File: config.mk
export PLATFORM = sky130hd
export DESIGN_NAME = bsfb_ctrl
export DESIGN_NICKNAME = d
export VERILOG_FILES = /design/src/rtl/core/biquad_subband_filter_bank_macros.svh /design/src/rtl/core/bsfb_pkg.sv /design/src/rtl/core/bsfb_ctrl.sv
export SDC_FILE = /design/constraint.sdc
export NUM_CORES = 1
export LEC_CHECK = 0
export ABC_AREA = 1
export BUFFER_PORTS_ARGS = -buffer_cell sky130_fd_sc_hd__clkbuf_2
export CAP_MARGIN = 5
export CORE_MARGIN = 2
export CORE_UTILIZATION = 28
export DETAILED_ROUTE_END_ITERATION = 12
export HOLD_SLACK_MARGIN = 0.03
export PLACE_DENSITY = 0.52
export SYNTH_ARGS = -nofsm -noshare
export SYNTH_HDL_FRONTEND = slang
export SYNTH_SLANG_ARGS = --single-unit
File: constraint.sdc
create_clock -name clk -period 1.2 [get_ports clk]
set_input_delay 0 -clock clk [delete_from_list [all_inputs] [get_ports clk]]
set_output_delay 0 -clock clk [all_outputs]
set_load 0.03 [all_outputs]
File: src/rtl/core/biquad_subband_filter_bank_macros.svh
// Assertion macros for the biquad subband filter bank.
`ifndef BIQUAD_SUBBAND_FILTER_BANK_MACROS_SVH
`define BIQUAD_SUBBAND_FILTER_BANK_MACROS_SVH

`ifndef SYNTHESIS

// same-cycle implication
`define BSFB_ASSERT_NOW(label, clk, rst, pre, post, msg) \
  label: assert property (@(posedge clk) disable iff (rst) (pre) |-> (post)) \
    else $error(msg);

// next-cycle implication
`define BSFB_ASSERT_NEXT(label, clk, rst, pre, post, msg) \
  label: assert property (@(posedge clk) disable iff (rst) (pre) |=> (post)) \
    else $error(msg);

`else

`define BSFB_ASSERT_NOW(label, clk, rst, pre, post, msg)
`define BSFB_ASSERT_NEXT(label, clk, rst, pre, post, msg)

`endif

`endif

File: src/rtl/core/bsfb_pkg.sv
// Shared types and constants of the biquad subband filter bank.
package bsfb_pkg;

  localparam int NUM_BANDS     = 64;
  localparam int STORE_BANDS   = 64;
  localparam int SAMPLE_BITS   = 16;
  localparam int DELAY_BITS    = 24;
  localparam int COEF_BITS     = 16;
  localparam int COEF_FRAC     = 14;
  localparam int NUM_COEFS     = 5;
  localparam int BAND_BITS     = 6;
  localparam int PROD_BITS     = COEF_BITS + DELAY_BITS;
  localparam int ACC_BITS      = PROD_BITS + 2;
  localparam int SCALED_BITS   = ACC_BITS - COEF_FRAC;

  localparam logic CMD_COEF   = 1'b0;
  localparam logic CMD_FILTER = 1'b1;

  typedef logic [2:0] coef_sel_t;
  localparam coef_sel_t C_A1 = 3'd0;
  localparam coef_sel_t C_A2 = 3'd1;
  localparam coef_sel_t C_B0 = 3'd2;
  localparam coef_sel_t C_B1 = 3'd3;
  localparam coef_sel_t C_B2 = 3'd4;

  typedef struct packed {
    logic               command;
    logic [5:0]         band;
    coef_sel_t          coef_select;
    logic signed [15:0] coef_value;
    logic signed [15:0] sample;
  } in_item_t;

  typedef struct packed {
    logic [5:0]         band_index;
    logic signed [15:0] band_output;
    logic               last_band;
  } out_item_t;

  typedef struct packed {
    logic                 clear;
    logic                 coef_we;
    logic                 take_sample;
    logic                 rd_en;
    logic                 mul_en;
    coef_sel_t            mul_coef;
    logic                 acc_init;
    logic                 acc_add;
    logic                 calc_d;
    logic                 calc_y;
    logic                 last;
    logic [BAND_BITS-1:0] addr;
  } ctl_cmd_t;

  typedef struct packed {
    logic out_busy;
  } dp_stat_t;

endpackage

File: src/rtl/core/bsfb_ctrl.sv
// Sequencer of the biquad subband filter bank: clear pass, commands, band loop.
module bsfb_ctrl
  import bsfb_pkg::*;
(
  input  logic     clk,
  input  logic     rst,
  input  logic     req_valid,
  input  logic     req_command,
  input  dp_stat_t stat,
  output ctl_cmd_t cmd,
  output logic     req_stall
);

  localparam logic [3:0] S_CLEAR = 4'd0;
  localparam logic [3:0] S_IDLE  = 4'd1;
  localparam logic [3:0] S_READ  = 4'd2;
  localparam logic [3:0] S_MA1   = 4'd3;
  localparam logic [3:0] S_MA2   = 4'd4;
  localparam logic [3:0] S_SUMD  = 4'd5;
  localparam logic [3:0] S_CALCD = 4'd6;
  localparam logic [3:0] S_MB0   = 4'd7;
  localparam logic [3:0] S_MB1   = 4'd8;
  localparam logic [3:0] S_MB2   = 4'd9;
  localparam logic [3:0] S_SUMY  = 4'd10;
  localparam logic [3:0] S_CALCY = 4'd11;

  localparam logic [BAND_BITS-1:0] LAST_BAND  = BAND_BITS'(NUM_BANDS - 1);
  localparam logic [BAND_BITS-1:0] LAST_STORE = BAND_BITS'(STORE_BANDS - 1);

  logic [3:0]           state, state_next;
  logic [BAND_BITS-1:0] band, band_next;

  always_ff @(posedge clk) begin
    if (rst) begin
      state <= S_CLEAR;
      band  <= '0;
    end else begin
      state <= state_next;
      band  <= band_next;
    end
  end

  assign req_stall = (state != S_IDLE);

  always_comb begin
    cmd        = '0;
    cmd.addr   = band;
    cmd.last   = (band == LAST_BAND);
    state_next = state;
    band_next  = band;
    unique case (state)
      S_CLEAR: begin
        cmd.clear = 1'b1;
        band_next = band + 1'b1;
        if (band == LAST_STORE) begin
          band_next  = '0;
          state_next = S_IDLE;
        end
      end
      S_IDLE: begin
        if (req_valid) begin
          if (req_command == CMD_FILTER) begin
            cmd.take_sample = 1'b1;
            band_next       = '0;
            state_next      = S_READ;
          end else begin
            cmd.coef_we = 1'b1;
          end
        end
      end
      S_READ: begin
        cmd.rd_en  = 1'b1;
        state_next = S_MA1;
      end
      S_MA1: begin
        cmd.mul_en   = 1'b1;
        cmd.mul_coef = C_A1;
        cmd.acc_init = 1'b1;
        state_next   = S_MA2;
      end
      S_MA2: begin
        cmd.mul_en   = 1'b1;
        cmd.mul_coef = C_A2;
        cmd.acc_add  = 1'b1;
        state_next   = S_SUMD;
      end
      S_SUMD: begin
        cmd.acc_add = 1'b1;
        state_next  = S_CALCD;
      end
      S_CALCD: begin
        cmd.calc_d = 1'b1;
        state_next = S_MB0;
      end
      S_MB0: begin
        cmd.mul_en   = 1'b1;
        cmd.mul_coef = C_B0;
        cmd.acc_init = 1'b1;
        state_next   = S_MB1;
      end
      S_MB1: begin
        cmd.mul_en   = 1'b1;
        cmd.mul_coef = C_B1;
        cmd.acc_add  = 1'b1;
        state_next   = S_MB2;
      end
      S_MB2: begin
        cmd.mul_en   = 1'b1;
        cmd.mul_coef = C_B2;
        cmd.acc_add  = 1'b1;
        state_next   = S_SUMY;
      end
      S_SUMY: begin
        cmd.acc_add = 1'b1;
        state_next  = S_CALCY;
      end
      S_CALCY: begin
        if (!stat.out_busy) begin
          cmd.calc_y = 1'b1;
          if (band == LAST_BAND) begin
            state_next = S_IDLE;
          end else begin
            band_next  = band + 1'b1;
            state_next = S_READ;
          end
        end
      end
      default: begin
        state_next = S_CLEAR;
        band_next  = '0;
      end
    endcase
  end

endmodule

==> results of run 1 <==
## final timing paths
kind	end	cells past startpoint	slack [ns]	from
max	cmd[17]	6	-0.15	state[0]$_SDFFE_PP0P_
max reg2reg	band[1]$_SDFFE_PP0P_	6	-0.11	state[1]$_SDFFE_PP0P_
min reg2reg	band[4]$_SDFFE_PP0P_	2	0.51	band[4]$_SDFFE_PP0P_
min	state[1]$_SDFFE_PP0P_	4	0.18	stat
## routing by layer
| layer | part of all wire [%] | global-route usage (%) | vias up | routed length [µm] |
|---|---|---|---|---|
| met5 | 0 | 0 | - | 0 |
| met4 | 0.47 | 2.990 | 0 | 12 |
| met3 | 4.3 | 4.308 | 2 | 109 |
| met2 | 59 | 32.51 | 27 | 1485 |
| met1 | 37 | 16.85 | 458 | 925 |
| li1 | - | - | 508 | - |
## flip-flops by register name (all words and copies together), names as in the netlist
| name | count |
|---|---|
| state | 4 |
| band | 6 |
## where the power goes
group	leakage, nW	total [mW]	switching, mW	internal, mW
logic	0.586	0.117	0.0651	0.0518
registers	0.0870	0.351	0.0164	0.335
clock network	0.0154	0.241	0.121	0.120
## worst max-delay path, delay by kind of cell, from the launching register on
family	cells	cell delay (ns)
flip-flops	1	0.39
buffers and inverters	3	0.35
AND/OR/NAND/NOR	3	0.35
## layout make-up
class                           count  share of cell area, %
Multi-Input combinational cell     97                  44.00
Timing Repair Buffer               55                  33.39
Tap cell                           31                  2.549
Inverter                           12                  3.454
Clock inverter                      1                 0.2467
Sequential cell                    10                  14.88
Clock buffer                        3                  1.480
## cell families after synthesis
family | count (synthesis) | synth area share, %
AO/OA/AOI/OAI | 16 | 12.64
XOR/XNOR | 1 | 1.106
adder cells (fa/ha/maj) | 1 | 1.580
buffers and inverters | 15 | 8.530
flip-flops | 10 | 25.28
AND/OR/NAND/NOR | 79 | 50.87
## cell usage in the layout (no fill, tap or decap), types with 2 or more instances in the layout
cell type,netlist,routed
a21oi_1,7,7
a31oi_1,2,2
buf_4,1,20
buf_6,1,10
buf_8,0,6
clkbuf_2,0,10
clkbuf_4,0,4
clkbuf_8,0,6
dfxtp_2,0,3
dfxtp_4,0,6
inv_1,8,6
inv_2,4,3
inv_4,0,3
nand2_1,32,24
nand2_2,6,12
nand2_4,3,5
nand3_1,8,6
nand3_2,2,3
nand4_1,3,3
nor2_1,15,10
nor2_2,4,4
nor2_4,3,8
nor3_4,0,2
o21ai_1,1,2
o21ai_2,0,2
## timing repair
| action | CTS | global route |
|---|---|---|
| setup endpoints to repair | 22 | 21 |
| gates resized for setup | 63 | 16 |
| hold buffers | 1 | 0 |
| setup buffers | 5 | 3 |
| pin swaps | 13 | 9 |
| hold endpoints to repair | 7 | 0 |
| cloned | 0 | 0 |
## stage by stage
stage          area, µm²  util, %  hold WS [ns]
2_1_floorplan      860.8        -       0.04562
3_3_place_gp        1162    42.89        0.2954
3_5_place_dp        1162    42.89        0.3016
4_1_cts             1460    53.88        0.1402
5_1_grt             1521    56.14        0.1943
6_report            1521    56.14        0.1774
==> flow_results.org, run 1 <==
** Drt
- For this block, the via count after detailed routing is around 1,000.
- After detailed routing, the number of vias per cell comes to 4.761.
- The routed design has 2533 µm of wire.
- The count of nets left with antenna violations once routing finished came out at 0.
- The first detailed-routing pass took 4 iterations.
- In the routed design, unresolved DRC markers number 0.
- Routed length per placed instance :: 12.12 µm
- Violation count after the first detailed-route iteration :: 11

** Placed design
- Once detailed placement completed, the half-perimeter wirelength came to around 1900 µm.
- RePlAce Congestion :: 0.8334
- Timing analysis after detailed placement gives a worst setup slack of -0.1463 ns.
- Input and output buffers added on the ports amount to 24.
- The number of placed instances, taps included, is between 150 and 200.

** Logic synthesis
- Most area-hungry cell type in the Yosys netlist :: dfxtp_1
- Ranked by instance count, the synthesized netlist is headed by nand2_1, nor2_1, dfxtp_1.
- For this run, the number of Yosys warnings is 0.
- By area the synthesized netlist is led by dfxtp_1, nand2_1, nor2_1.
- The cell count after synthesis came out at 122.
- Net count after synthesis :: 128
- The most used flip-flop cell after synthesis is dfxtp_1.
- After synthesis, the share of flip-flops with an asynchronous set or reset is 0%.
- In this run the biggest area consumer among cell types represents 25.28% of the synthesized area.
- Unique masters post-synth :: 25
- Summing the sequential cell areas from Yosys gives 25.28% of the chip area.
- In this run, synthesis produced a sequential element count of 10.
- The average instance in the mapped netlist occupies 6.492 µm².
- nand2_1 is the most common cell in the netlist.
- The mapped netlist covers roughly 790 µm².
- Number of enable flip-flop cells after synthesis :: 0

** Worst setup path
- On the critical path, the stage with the largest delay is an instance of dfxtp_4.
- STA classifies the critical path endpoint as an output pin.
- The worst setup path is of the reg -> out kind.
- At the worst endpoint, the required time is 1.20 ns.
- Of all nets on the critical path, the largest fanout is 4.
- Walking the worst path, the cells encountered are inv_4 > nor2_2 > buf_4 > nand2_4 > nor3b_4 > clkbuf_8.
- STA classifies the critical path startpoint as a flip-flop.
- Arrival time worst endpoint :: around 1.4 ns
- CP max stage delay :: a little under 0.4 ns

** Clock network
- CTS built an H-tree with a depth of 1.
- The clock passes through at most 2 buffers.
- Insertion delay of the later-clocked pin in the worst-skew pair :: approximately 0.26 ns
- Clock tree from TritonCTS :: done
- After clock tree synthesis, the clock-pin slew on the worst setup and hold paths is 0.07 ns.
- Clock root buffer master :: clkbuf_4
- The clock drives 10 sinks.
- TritonCTS created 3 clock buffers.

** Floorplanning
- The die is 57.19 µm wide.
- For this configuration, the core starts out at a cell density of 29.22%.
- I/O pin count :: 25
- Full die area :: between 3000 and 4000 µm²
- Placement row count :: 19
- The floorplan step defined a core boundary enclosing 2710 µm².
- The die is ~57 µm tall.

** Timing
- Setup repair after global routing could not meet its margin everywhere.
- Actual transition at the worst max-transition pin :: 0.2155 ns
- Total negative slack :: -1.486 ns
- Share of the cycle needed by the critical path after routing :: 112.4%
- Final Hold Fails :: 0
- Tmin final :: 1.349 ns
- Clock skew on the completed layout was measured at 0.003409 ns.
- Timing would allow up to ~740 MHz.
- Headroom to the max-slew limit came out at 85.48%.
- Setup violations remaining at the end of the flow were counted as 19.
- Final worst setup slack :: -0.1485 ns
- Final Max Tran Viols :: 0

** Final layout
- The final layout contains 185 nets.
- In the final layout, the share of cells above drive strength 1 is between 60% and 70%.
- The layout has 241 filler cells.
- From synthesis to final layout, the design area changed by 92.10%.
- Sequential cell area :: between 200 and 250 µm²
- The multi-input combinational cells in the finished layout cover a total of 669.4 µm².
- Non-filler instance count after layout :: 209
- Antenna diodes :: 0

** Pwr
- Final total power :: 0.7091 mW
- Maximum resistive drop on vdd :: 0.0005771 V
- Dividing total power by cell area gives a power density of 466.0 nW/µm².
- Static leakage :: 0.6881 nW

** Worst hold path
- In this run the worst hold path is classified as in -> reg.

** Global routing
- The number of antenna violations at the first check in global routing is 0.
- First-pass GRT wire length :: ~4100 µm
- Across every metal layer, demand over resource in global routing totals roughly 16%.
- Global routing finished with a remaining overflow of 0.
- The number of global-route vias before repair came to 950.
- Entering global routing, the biggest net connects 9 pins.

** Run status
- Failing checks :: negative setup slack
- Run status :: finished, violations left

** Flow run
- Max-cap violations in this run came to 0.
(Power assumes the default switching activity.)
==> run 2, diff against run 1 <==
- SKIP_CTS_REPAIR_TIMING: unset -> 1
- SLEW_MARGIN: unset -> 20
==> run 2 against run 1 <==
  * The run still ends with negative setup slack left
  * First-iteration DRC count increased to 2.5 times the previous value
  * Die area stayed put
  * Clock power rose by 2%
  * Utilization decreased by 3.8 points
  * Clock-buffer cell count unchanged
  * Final cell count fell by 1.4%
  * Fmax increased by 1.5%
  * Critical endpoint unchanged
  * Non-clock buffer count shrank 3
  * Global-route usage down 1.6 points
  * Clock skew decreased by 0.0021 ns
==> flow_results.org, run 2 (synthesis results as in run 1) <==
** Worst setup path
- Of all nets on the critical path, the largest fanout is 4.
- Slack of the worst reg-to-reg path :: -0.10 ns
- Arrival time worst endpoint :: around 1.3 ns
- Endpoint of the worst register-to-register path :: band[1]$_SDFFE_PP0P_
- Worst reg-to-reg path cell count :: 9
- Source of the worst register-to-register timing path :: state[0]$_SDFFE_PP0P_
- STA classifies the critical path endpoint as an output pin.
- Among all stages on the critical path, the largest delay is contributed by dfxtp_4.
- Among cell families on the critical path, the largest total delay comes from flip-flops.
- Critical path cell sequence :: inv_2 > nor2_2 > buf_4 > nand2_4 > nor3b_4 > buf_6
- STA classifies the critical path startpoint as a flip-flop.
- Worst path required time :: 1.20 ns
- CP max stage delay :: 0.39 ns
- In this run the number of cells on the critical path is 6.
- Counting both buffers and inverters, the worst setup path holds a total of 3.
- By startpoint and endpoint, the worst setup path is classified as reg -> out.

** Drt
- Summing over every cut layer, the via total after detailed routing is about 1,000.
- Before antenna repair, the detailed router went through 4 iterations.
- Violation count after the first detailed-route iteration :: 28
- Wirelength, routed :: 2496 µm
- Post-route antenna net violation count :: 0
- DR DRC count :: 0
- Routed length per placed instance :: 12.12 µm
- Avg Vias per Cell :: 4.864

** Floorplanning
- I/O pin count :: 25
- From left edge to right edge, the die measures 57.19 µm.
- For this configuration, the core starts out at a cell density of roughly 30%.
- The die covers 3270 µm².
- The die is 57.19 µm tall.
- Placement row count :: 19
- In this run the standard cell core region covers 2710 µm².

** Run status
- Run status :: finished, violations left
- The final reports fail on negative setup slack.

** Global routing
- Antenna violations before repair :: 0
- The number of global-route vias before repair was slightly below 900.
- Across every metal layer, demand over resource in global routing totals 14.64%.
- Entering global routing, the biggest net connects 9 pins.
- First-pass GRT wire length :: 3732 µm
- Global route overflow :: 0

** Clock network
- In this run the number of H-tree levels came out at 1.
- Insertion delay of the later-clocked pin in the worst-skew pair :: 0.27 ns
- Total CTS buffers :: 3
- Clock input transition at the sequential cells of the worst setup and hold paths :: 0.07 ns
- Clock tree from TritonCTS :: done
- The clock passes through at most 2 buffers.
- For this design, the sink count on the clock tree is 10.
- Clock root buffer master :: clkbuf_4

** Timing
- Final Skew :: between 0.001 and 0.0015 ns
- Total negative slack :: -1.362 ns
- The count of endpoints failing hold in the final timing report was 0.
- Share of the cycle needed by the critical path after routing :: 110.8%
- Unrepaired setup endpoints after global routing :: yes
- The worst pin sits at a relative slew slack of between 80% and 90%.
- For this run, the top clock speed supported by timing is 752.4 MHz.
- At the pin with the least slew margin, the transition time is slightly below 0.2 ns.
- In the post-route analysis, the smallest setup slack over all paths is -0.1291 ns.
- The number of pins with negative max-slew slack in the final report is 0.
- Subtracting the final worst setup slack from the clock period gives 1.329 ns.
- Setup violations remaining at the end of the flow were counted as 18.

** Final layout
- Top Registers :: band: 6 flops, state: 4 flops
- Register with the most flip-flops :: band
- Commonest non-fill, non-tap cell in the layout :: nand2_1
- Number of flip-flops under the largest register name :: 6
- The post-route netlist has 61.14% of its cells at a drive strength greater than 1.
- At the end of the flow the core is filled with cells to 52.35%.
- For this run, the post-layout net count is 182.
- Antenna diodes :: 0
- Fill cell count :: 260
- After routing the design area is 1419 µm².
- The library cells used most frequently in the layout, excluding fill and tap cells, are nand2_1, buf_4, buf_6.
- Layout area overhead :: 79.15%

** Placed design
- Port buffering added 24 buffers.
- The wire-length estimate of the detail-placed layout is 1906 µm.
- RePlAce Congestion :: about 0.83
- At the placement stage, the worst setup path has a slack of -0.1463 ns.
- Placed instance area :: 1162 µm²

** Pwr
- Total net switching power :: ~0.21 mW
- The internal portion of the total power is about 0.51 mW.
- Switching fraction of total power :: 29.11%
- Of the total power, the clock network draws 34.6%.
- Maximum resistive drop on vdd :: between 0.0005 and 0.0006 V
- Static leakage :: 0.6684 nW
- Power per cell area :: 503.9 nW/µm²
- Combinational cell fraction of total power :: about 16%
- Sequential cells account for 49.2% of the total power.

** Flow run
- Number of max-capacitance violations reported :: 0

** Worst hold path
- The path class of the tightest hold or removal check is in -> reg.
- Hold wc startpoint :: stat
- The path with the worst hold slack has its endpoint at state[1]$_SDFFE_PP0P_.
- Worst Hold Path Cells :: 4
-- run 2: stage by stage --
step                      power (mW)  std cells  hold WS [ns]
final                         0.7149        206        0.1561
after CTS                     0.7378        200      0.003788
after global placement        0.4793        196        0.2954
after global routing          0.7581        206        0.1853
after detailed placement      0.4811        196        0.3016
after floorplan               0.4357        122       0.04562
-- run 2: layout make-up --
class	instances	area [µm²]	area share (%)
clock buffers	3	22.52	1.587
clock inverters	1	3.754	0.2646
inverters	12	50.05	3.527
multi-input cells	97	651.9	45.94
flip-flops and latches	10	226.5	15.96
well taps	31	38.79	2.734
repair buffers	52	425.4	29.98
-- run 2: layer usage --
| layer | routed length [µm] | vias up | global-route usage [%] |
|---|---|---|---|
| li1 | - | 501 | - |
| met1 | 935 | 463 | 16.74 |
| met2 | 1403 | 34 | 25.94 |
| met3 | 129 | 4 | 4.535 |
| met4 | 27 | 0 | 4.651 |
| met5 | 0 | - | 0 |
-- run 2: how the worst max path moves through the flow --
stage               slack, ns             startpoint                    to
floorplan               -0.21   band[1]$_SDFFE_PP0P_  band[1]$_SDFFE_PP0P_
finish                  -0.13  state[0]$_SDFFE_PP0P_               cmd[17]
global placement        -0.16  state[2]$_SDFFE_PP0P_  band[1]$_SDFFE_PP0P_
global route            -0.19  state[3]$_SDFFE_PP0P_  band[1]$_SDFFE_PP0P_
detailed placement      -0.15  state[0]$_SDFFE_PP0P_  band[1]$_SDFFE_PP0P_
CTS                     -0.36  state[0]$_SDFFE_PP0P_               cmd[17]
-- run 2: worst register-to-register path, stage by stage, from the launching register on --
cell	delay, ns
dfxtp_4	0.37
inv_2	0.07
nor2_2	0.04
buf_4	0.12
nand3_2	0.07
nand2_2	0.08
nor2_4	0.14
nand2_4	0.10
o21bai_4	0.15
nor2_1	0.06
-- run 2: power groups by stage --
| stage | combinational (mW) | sequential, mW | clock, mW |
|---|---|---|---|
| after CTS | 0.114 | 0.361 | 0.263 |
| final | 0.116 | 0.351 | 0.247 |
| after floorplan | 0.0449 | 0.391 | 0 |
| after global routing | 0.130 | 0.353 | 0.275 |
| after global placement | 0.112 | 0.367 | 0 |
| after detailed placement | 0.113 | 0.368 | 0 |
==> run 3, diff against run 2 <==
- CORE_MARGIN: 2 -> unset
==> run 3 against run 2 <==
  * Sequential share of layout area fell by 0.81 points
  * Flip-flop and latch count unchanged
  * Hold slack worse by 0.10 ns
  * Register-to-register slack worse by 0.04 ns
  * Critical path type unchanged
  * The run still ends with negative setup slack left
==> flow_results.org, run 3 (synthesis results as in run 1) <==
** Timing
- Final Hold Fails :: 0
- Tmin final :: roughly 1.4 ns
- Setup repair after global routing could not meet its margin everywhere.
- Setup violations remaining at the end of the flow were counted as 18.
- In this run the tightest slew margin relative to its limit is 83.34%.
- Based on the critical path, the design can be clocked at up to between 700 and 800 MHz.
- Final Skew :: 0.001644 ns
- Setup slack on the critical path of the routed design comes to -0.1902 ns.
- Final Max Tran Viols :: 0
- The final critical path takes up 115.8% of the cycle.
- Adding up every negative setup slack in the final design gives -1.851 ns.
- At the pin with the least slew margin, the transition time is between 0.2 and 0.25 ns.

** Final layout
- Once layout is done, the placed cells without fillers occupy 1495 µm².
- The number of antenna diodes in the final layout is 0.
- Share of final-layout standard cells stronger than drive strength 1 :: 71.26%
- Number of flip-flops under the largest register name :: 6
- From synthesis to final layout, the design area changed by 88.78%.
- Measured on the finished design, the core utilization comes to 58.24%.
- Leaving out fill and tap cells, the most frequent cell in the layout is buf_4.
- More flip-flops sit in one register than any other, and that register is band.
- Top Registers :: band: 6 flops, state: 4 flops
- In the layout the commonest cells are buf_4, nand2_2, nand2_1, buf_6.
- For this run, the post-layout net count is 181.

** Global routing
- Global router's overall resource usage :: 16.04%
- Entering global routing, the biggest net connects 9 pins.
- The number of antenna violations at the first check in global routing is 0.
- First-pass GRT wire length :: roughly 3400 µm
- For this run the aggregate overflow at the end of global routing stands at 0.
- The number of global-route vias before repair is 769.

** Drt
- The pre-antenna-repair detailed-routing pass consisted of 5 iterations.
- Sum of met2 wire segment lengths after detailed routing :: around 1300 µm
- Routed length per placed instance :: 12.71 µm
- The routed design uses 59 µm of met3 wire.
- The routed design has 2593 µm of wire.
- Avg Vias per Cell :: roughly 4.8
- For this run, design rule violations remaining after detail routing come to 0.
- After the first detailed-routing iteration, the DRC count stood at 8.
- Via total after detailed routing :: 982
- DRT met1 WL :: roughly 1200 µm
- Highest metal used :: met4
- The detail route stage leaves a number of antenna-violating nets equal to 0.

** Worst setup path
- Arrival time worst endpoint :: 1.39 ns
- At the worst endpoint, the required time is 1.20 ns.
- The critical path in this run is classified as reg -> out.
- Startpoint class of the critical path :: flip-flop
- For this run, the slowest stage of the critical path takes 0.33 ns.
- Critical path fanouts, max :: 4
- Counting both buffers and inverters, the worst setup path holds a total of 3.
- Critical path cell sequence :: buf_6 > nor2_4 > buf_6 > nand2_4 > nor3b_4 > buf_6
- Library cell contributing the largest single delay on the critical path :: dfxtp_2
- On the critical path the largest part of the delay comes from buffers and inverters.
- Slack of the worst reg-to-reg path :: -0.14 ns
- STA classifies the critical path endpoint as an output pin.
- Counting stages on the worst path, the most repeated cell is buf_6.

** Placed design
- Placed instance area :: 1161 µm²
- RePlAce Congestion :: 0.8170
- Final HPWL from detailed placement :: roughly 1800 µm
- Number of I/O port buffers :: 24

** Pwr
- The share of total power dissipated in combinational logic is between 10% and 20%.
- Power per cell area :: approximately 480 nW/µm²
- The worst-case IR drop observed on VDD is 0.0005097 V.
- Net switching is 28.34% of the power.
- Internal power :: roughly 0.51 mW
- For this design the static power due to leakage is 0.6696 nW.
- Reg power frac :: 49.0%
- Clock group share of total power :: 32.9%
- For this design the total switching power over the nets is 0.2021 mW.

** Run status
- Run status :: finished, violations left
- The checks that failed: negative setup slack.

** Floorplanning
- Core footprint :: 2567 µm²
- Pin placement for this block handled 25 I/O pins.
- DIE WIDTH :: about 55 µm
- The initial utilization of the core area, before any placement, comes to 30.85%.
- Full die area :: 3045 µm²
- Row generation in the floorplan step produced 18 rows.
- The die is 55.19 µm tall.

** Clock network
- The later pin in the worst-skew pair is clocked with a latency of 0.26 ns.
- CTS placed an instance of clkbuf_4 at the clock tree root.
- The clock passes through at most 2 buffers.
- CTS saw 10 sinks.
- Total CTS buffers :: 3
- TritonCTS built the clock tree.
- Clock-pin slew was measured on the worst setup and hold paths at 0.06 ns.
- In this run the number of H-tree levels came out at 1.

** Worst hold path
- The path class of the tightest hold or removal check is in -> reg.

** Flow run
- Number of max-capacitance violations reported :: 0
==> run 3: changes by cell type in the layout (fill, tap and decap cells not counted), moves of 2 or more <==
cell     delta
nand3_4     +2
nand2_1    -11
a21oi_2     +3
nand2_2    +10
a21oi_1     -3
inv_2       +2
==> run 3: through the flow <==
stage	setup slack, ns	hold slack [ns]	instances	power (mW)
finish	-0.1902	0.05382	204	0.7133
global route	-0.2609	0.04940	204	0.7612
CTS	-0.3589	0.004728	199	0.7212
detailed placement	-0.1373	0.2913	195	0.4832
global placement	-0.1487	0.2904	195	0.4865
floorplan	-0.2124	0.04562	122	0.4357
==> run 3: path summary, 6_finish.rpt <==
check                             start                    end  cells after the start
setup / recovery  state[3]$_SDFFE_PP0P_                cmd[17]                      6
hold / removal                      rst   band[3]$_SDFFE_PP0P_                      2
setup reg to reg   band[1]$_SDFFE_PP0P_  state[1]$_SDFFE_PP0P_                      7
hold reg to reg    band[4]$_SDFFE_PP0P_   band[4]$_SDFFE_PP0P_                      2
==> run 3: layer usage <==
layer  vias to the layer above  global-route usage (%)
li1                        498                       -
met4                         0                   6.250
met5                         -                       0
met1                       452                   23.86
met3                         6                   2.459
met2                        26                   22.69
==> run 3: power by group through the flow <==
stage          registers, mW  clock network (mW)  logic (mW)
2_1_floorplan          0.391                   0      0.0449
3_3_place_gp           0.366                   0       0.121
3_5_place_dp           0.366                   0       0.117
4_1_cts                0.359               0.245       0.118
5_1_grt                0.352               0.269       0.140
6_report               0.349               0.234       0.129
==> run 3: layout make-up <==
class                           instances  area (µm²)
Fill cell                             246        1072
Multi-Input combinational cell         97       738.2
Timing Repair Buffer                   51       419.2
Sequential cell                        10       226.5
Inverter                               12       47.55
Tap cell                               30       37.54
Clock buffer                            3       22.52
Clock inverter                          1       3.754
